$ cat src/hw/rtl/hvt_pkg.sv
package hvt_pkg;

    localparam int HVT_FRAC_BITS = 16;
    localparam int HVT_NUM_REGS  = 8;
    localparam int HVT_ADDR_W    = 6;
    localparam int HVT_DATA_W    = 64;
    localparam int HVT_COMP_W    = 32;
    localparam int HVT_PROD_W    = 2 * HVT_COMP_W;
    localparam int HVT_SUM_W     = HVT_PROD_W + 2;
    // Quotient bits kept by the divider: 32 result bits plus one for the
    // most negative value.
    localparam int HVT_QUO_W     = HVT_COMP_W + 1;

    localparam logic [HVT_COMP_W-1:0] HVT_COMP_MAX = 32'h7fff_ffff;
    localparam logic [HVT_COMP_W-1:0] HVT_COMP_MIN = 32'h8000_0000;

    typedef logic signed [HVT_COMP_W-1:0] hvt_comp_t;

    typedef struct packed {
        logic vld;
        logic point;
    } hvt_ctl_t;

endpackage

$ cat src/hw/rtl/hvt_regs.sv
module hvt_regs
    import hvt_pkg::*;
#(
    parameter int FRAC_BITS = HVT_FRAC_BITS
)
(
    input  logic                                    clk,
    input  logic                                    rst_n,
    input  logic                                    psel,
    input  logic                                    penable,
    input  logic                                    pwrite,
    input  logic [HVT_ADDR_W-1:0]                   paddr,
    input  logic [HVT_DATA_W-1:0]                   pwdata,
    output logic [HVT_DATA_W-1:0]                   prdata,
    output logic                                    pready,
    output logic [HVT_NUM_REGS-1:0][HVT_DATA_W-1:0] mat
);

    localparam logic [HVT_DATA_W-1:0] ONE_LO = HVT_DATA_W'(1) << FRAC_BITS;
    localparam logic [HVT_DATA_W-1:0] ONE_HI = ONE_LO << HVT_COMP_W;

    logic [HVT_NUM_REGS-1:0][HVT_DATA_W-1:0] mat_reg;
    logic [2:0]                              idx;

    assign idx    = paddr[HVT_ADDR_W-1:3];
    assign pready = 1'b1;
    assign prdata = mat_reg[idx];
    assign mat    = mat_reg;

    always_ff @(posedge clk or negedge rst_n)
    begin
        if (!rst_n)
        begin
            mat_reg    <= '0;
            mat_reg[0] <= ONE_LO;
            mat_reg[2] <= ONE_HI;
            mat_reg[5] <= ONE_LO;
            mat_reg[7] <= ONE_HI;
        end
        else if (psel && penable && pwrite)
        begin
            mat_reg[idx] <= pwdata;
        end
    end

endmodule

$ cat config.mk
export PLATFORM = sky130hd
export DESIGN_NAME = hvt_regs
export DESIGN_NICKNAME = d
export VERILOG_FILES = /design/src/hw/rtl/hvt_pkg.sv /design/src/hw/rtl/hvt_regs.sv
export SDC_FILE = /design/constraint.sdc
export NUM_CORES = 1
export LEC_CHECK = 0
export BUFFER_PORTS_ARGS = -buffer_cell sky130_fd_sc_hd__buf_4
export CORE_AREA = 2 2 256 258
export CTS_BUF_LIST = sky130_fd_sc_hd__clkbuf_4 sky130_fd_sc_hd__clkbuf_8 sky130_fd_sc_hd__clkbuf_16
export DETAILED_ROUTE_END_ITERATION = 7
export DIE_AREA = 0 0 258 260
export GPL_TIMING_DRIVEN = 0
export PLACE_DENSITY = 0.64
export REMOVE_ABC_BUFFERS = 1
export SYNTH_ARGS = -nofsm -noshare
export SYNTH_HDL_FRONTEND = slang
export SYNTH_SLANG_ARGS = --single-unit
$ cat constraint.sdc
create_clock -name clk -period 1.95 [get_ports clk]
set_input_delay 0.0975 -clock clk [delete_from_list [all_inputs] [get_ports clk]]
set_output_delay 0.0975 -clock clk [all_outputs]
set_load 0.01 [all_outputs]
After elaboration in Yosys (flattened, before gate mapping)

Index checks and enable logic that the tools add are counted.

Magnitude comparators: 2
Multiplexer cells: 5
Reductions and logical operators: 3

Operators with widths:

| kind                 | number |
|---|---|
| $bwmux W512          | 1 |
| $bmux W64 S3         | 1 |
| $demux W64 S3        | 1 |
| $mux W64             | 2 |
| $lt A3 B4 Y1 const B | 1 |
| $ge A3 B1 Y1 const B | 1 |
| $logic_and A1 B1 Y1  | 3 |

Flip-flop bits (word level): 512
Input bits: 75
Word-level logic and storage cells: 18

Longest topological paths before layout

Depth in word-level cells: 5
Depth in mapped cells: 5
Depth with buffers taken out: 3

Worst setup path before layout

Ideal clock, no wire load.

Kind: input port to output port
Start: in paddr[4]
End: out prdata[43]
Data arrival time: 1.493 ns
Required time: 1.852 ns
Path slack: 0.359 ns
Stages: 4
Buffers on the path: 2
Cell sequence: buf_2 buf_2 mux4_2 mux2_2

Word-level cells in the longest chain between the ends: 2

RTL lines:

| item                           | RTL line       | source |
|---|---|---|
| start, declared                | hvt_regs.sv:12 | `input logic [HVT_ADDR_W-1:0] paddr,` |
| $bmux W64 S3                   | hvt_regs.sv:27 | `assign prdata = mat_reg[idx];` |
| $mux W64 (implied by the code) | hvt_regs.sv:27 |  |
| end, declared                  | hvt_regs.sv:14 | `output logic [HVT_DATA_W-1:0] prdata,` |

No other way between the ends. The select of a mux whose other input is x is not followed.

Worst setup path after layout

Start: reg mat_reg, in the netlist mat[302]
End: out prdata[46]

Word-level cells in the longest chain between the ends: 2

RTL lines:

| item                            | RTL line       | source |
|---|---|---|
| start, declared                 | hvt_regs.sv:22 | `logic [HVT_NUM_REGS-1:0][HVT_DATA_W-1:0] mat_reg;` |
| start signal, assigned by index | hvt_regs.sv:42 | `mat_reg[idx] <= pwdata;` |
| $bmux W64 S3                    | hvt_regs.sv:27 |  |
| $mux W64 (implied by the code)  | hvt_regs.sv:27 |  |

No other way between the ends. The select of a mux whose other input is x is not followed.

==> flow_metrics.py <==
metrics = {
    "die": {
        "rows": 93,
        "die-area_sq_um": 67100,
        "start_util_pct": 35.4,
        "io_pins": 652,
        "die_h_um": 260,
        "core_area_sq_um": 64100,
        "die-width_um": 258,
    },
    "logic_synthesis": {
        "yosys_warnings": 0,
        "synth_area_sq_um": 22700,
        "synth_cell_types": 16,
        "ys_ff_latch": 512,
        "syn_avg_cell_area_sq_um": 17.2,
        "synth_cells": 1316,
        "netlist.top_cell.by_area": "dfrtp_1",
        "synth_top_area_share_pct": 56.0,
        "yosysSeqAreaShare_pct": 56.5,
        "synth.area.top_cells": "dfrtp_1 (56%), mux2_2 (27%), mux4_2 (13%)",
    },
    "finish": {
        "fin_cells": 3351,
        "nets": 2532,
        "final_cell_mix": "buf_4 (1037), mux2_2 (539), dfrtp_1 (506)",
        "drive_gt1_share_pct": 75.6,
        "largest_register_ffs": 512,
        "syn_to_final_growth_pct": 54.5,
        "antenna_cells": 0,
        "fillCellCount": 5263,
        "final_common_cell": "buf_4",
        "fin_area_sq_um": 35000,
    },
    "pwr": {
        "power_mw": 38.3,
        "ir_drop_mv": 0.673,
        "p_leak_nw": 17.1,
        "p_per_area_nw_per_um2": 1090,
    },
    "global_route": {
        "grt_usage_pct": 23.0,
        "grt_first_pass_wirelength_mm": 117,
        "grt_max_degree": 119,
        "grt_remaining_overflow": 0,
        "antenna_found_initial": 0,
        "grt_pass1_vias": 18202,
    },
    "routing": {
        "wl_per_cell_um": 24.0,
        "route.met2.wl_mm": 40.4,
        "antenna_left": 0,
        "num_vias": 16946,
        "vias_per_cell": 5.06,
        "drc": 0,
        "met3RoutedLength_mm": 5.67,
        "top_layer_used": "met4",
        "routed_wl_mm": 80.4,
        "dr.pass1.iters": 4,
        "initialDrtViolationCount": 875,
        "wirelength_met1_mm": 30.6,
    },
    "sta": {
        "fin_crit_sh_pct": 106,
        "fin_crit_ps": 2070,
        "finalSetupViolCount": 52,
        "slew_headroom_pct": 42.4,
        "final-max-slew-violation-count": 0,
        "max_freq_ghz": 0.484,
        "holdWs_ps": 28.6,
        "fin_ws_ps": -116,
        "skew_ps": 0,
        "worst_pin_slew_ps": 864,
        "hold_violations": 0,
        "grt_setup_unrepaired": "yes",
    },
    "status": {
        "violations": "setup timing",
        "outcome": "finished with violations",
    },
    "clocking": {
        "numCtsBuffers": 57,
        "cts.sinks": 512,
        "worstSkewPairLatency_ps": 590,
        "clk_path_buf_depth": 3,
        "root_buffer": "clkbuf_16",
        "cts_tree": "done",
        "htree_levels": 2,
        "clk_transition_reported_paths_ps": 60,
    },
    "worst_setup_path": {
        "reg2reg_setup_slack_ps": 920,
        "crit_fanout": 2,
        "critPathCaptureType": "output pin",
        "r2r-start": "mat[254]",
        "crit_arrival_ps": 1970,
        "reg2reg_depth": 3,
        "start_kind": "flop",
        "required_ps": 1850,
        "r2r-end": "mat[254]",
        "crit_type": "reg2out",
    },
    "hold_path": {
        "min_path_type": "in2async",
    },
    "placement": {
        "dp_hpwl_mm": 51.8,
        "dp.cells": 2769,
        "io_buffers": 647,
        "gp_congestion": 0.844,
        "place_area_sq_um": 29100,
    },
    "job": {
        "maxCapViolCount": 0,
    },
}
## worst max-delay path: stages, from the launching register on
cell and delay (ps):
dfrtp_1 410, mux4_2 540, mux2_4 300, buf_6 120
## routing by layer
layer | GRT usage, % | vias up
li1 | - | 7270
met1 | 27.4 | 8860
met2 | 39.0 | 630
met3 | 5.93 | 186
met4 | 10.5 | 0
met5 | 0 | -
## where the power goes
part,total [mW],internal (mW),switching (mW)
Sequential,14.1,12.7,1.34
Combinational,13.0,7.78,5.26
Clock,11.2,6.85,4.31
## synth_stat cells
| cell type | n |
|---|---|
| nor2_2 | 6 |
| mux2_1 | 33 |
| nor3_2 | 2 |
| buf_2 | 63 |
| dfrtp_1 | 508 |
| mux4_2 | 128 |
| nand2_1 | 1 |
| conb_1 | 1 |
| clkbuf_1 | 14 |
| nand4_1 | 1 |
| buf_4 | 1 |
| nand4b_1 | 1 |
| dfstp_2 | 4 |
| buf_1 | 8 |
| nand2b_1 | 2 |
| mux2_2 | 543 |
## worst max-delay path by stage
stage              from    endpoint  depth (start not counted)
3_5_place_dp   paddr[3]    mat[500]                          6
4_1_cts        mat[302]  prdata[46]                          3
3_3_place_gp   paddr[4]    mat[174]                          4
6_report       mat[302]  prdata[46]                          3
2_1_floorplan  paddr[4]      mat[0]                          3
5_1_grt        mat[302]  prdata[46]                          3
## cell type report
type                    count  area (sq um)  area share, %
clock buffers              82          1720           4.90
clock inverters            16           240          0.685
multi-input cells         718          9520           27.2
flip-flops and latches    512         12800           36.6
well taps                 855          1070           3.05
repair buffers           1168          9680           27.6
## repair_timing
item	in CTS	in global routing
gates resized for setup	23	5
pin swaps	7	1
hold buffers	65	0
gates cloned	1	3
buffers inserted	337	78
endpoints found under the hold margin	717	0
setup endpoints to repair	525	228
## per-stage QoR
step / setup TNS, ps / worst slack, ps / utilization, %
after floorplan: -438130 / -1510 / -
after global placement: -5225240 / -7570 / 44.0
after detailed placement: -491550 / -1400 / 45.4
after CTS: -3930 / -162 / 53.6
after global routing: -5280 / -158 / 54.7
final: -1140 / -116 / 54.7
## logic make-up after synthesis
logic type,after synthesis,synth area share [%]
other,1,0.0165
muxes,704,41.3
buffers and inverters,86,1.79
and+or+nand+nor,13,0.392
DFF,512,56.5
(Power assumes the default switching activity.)
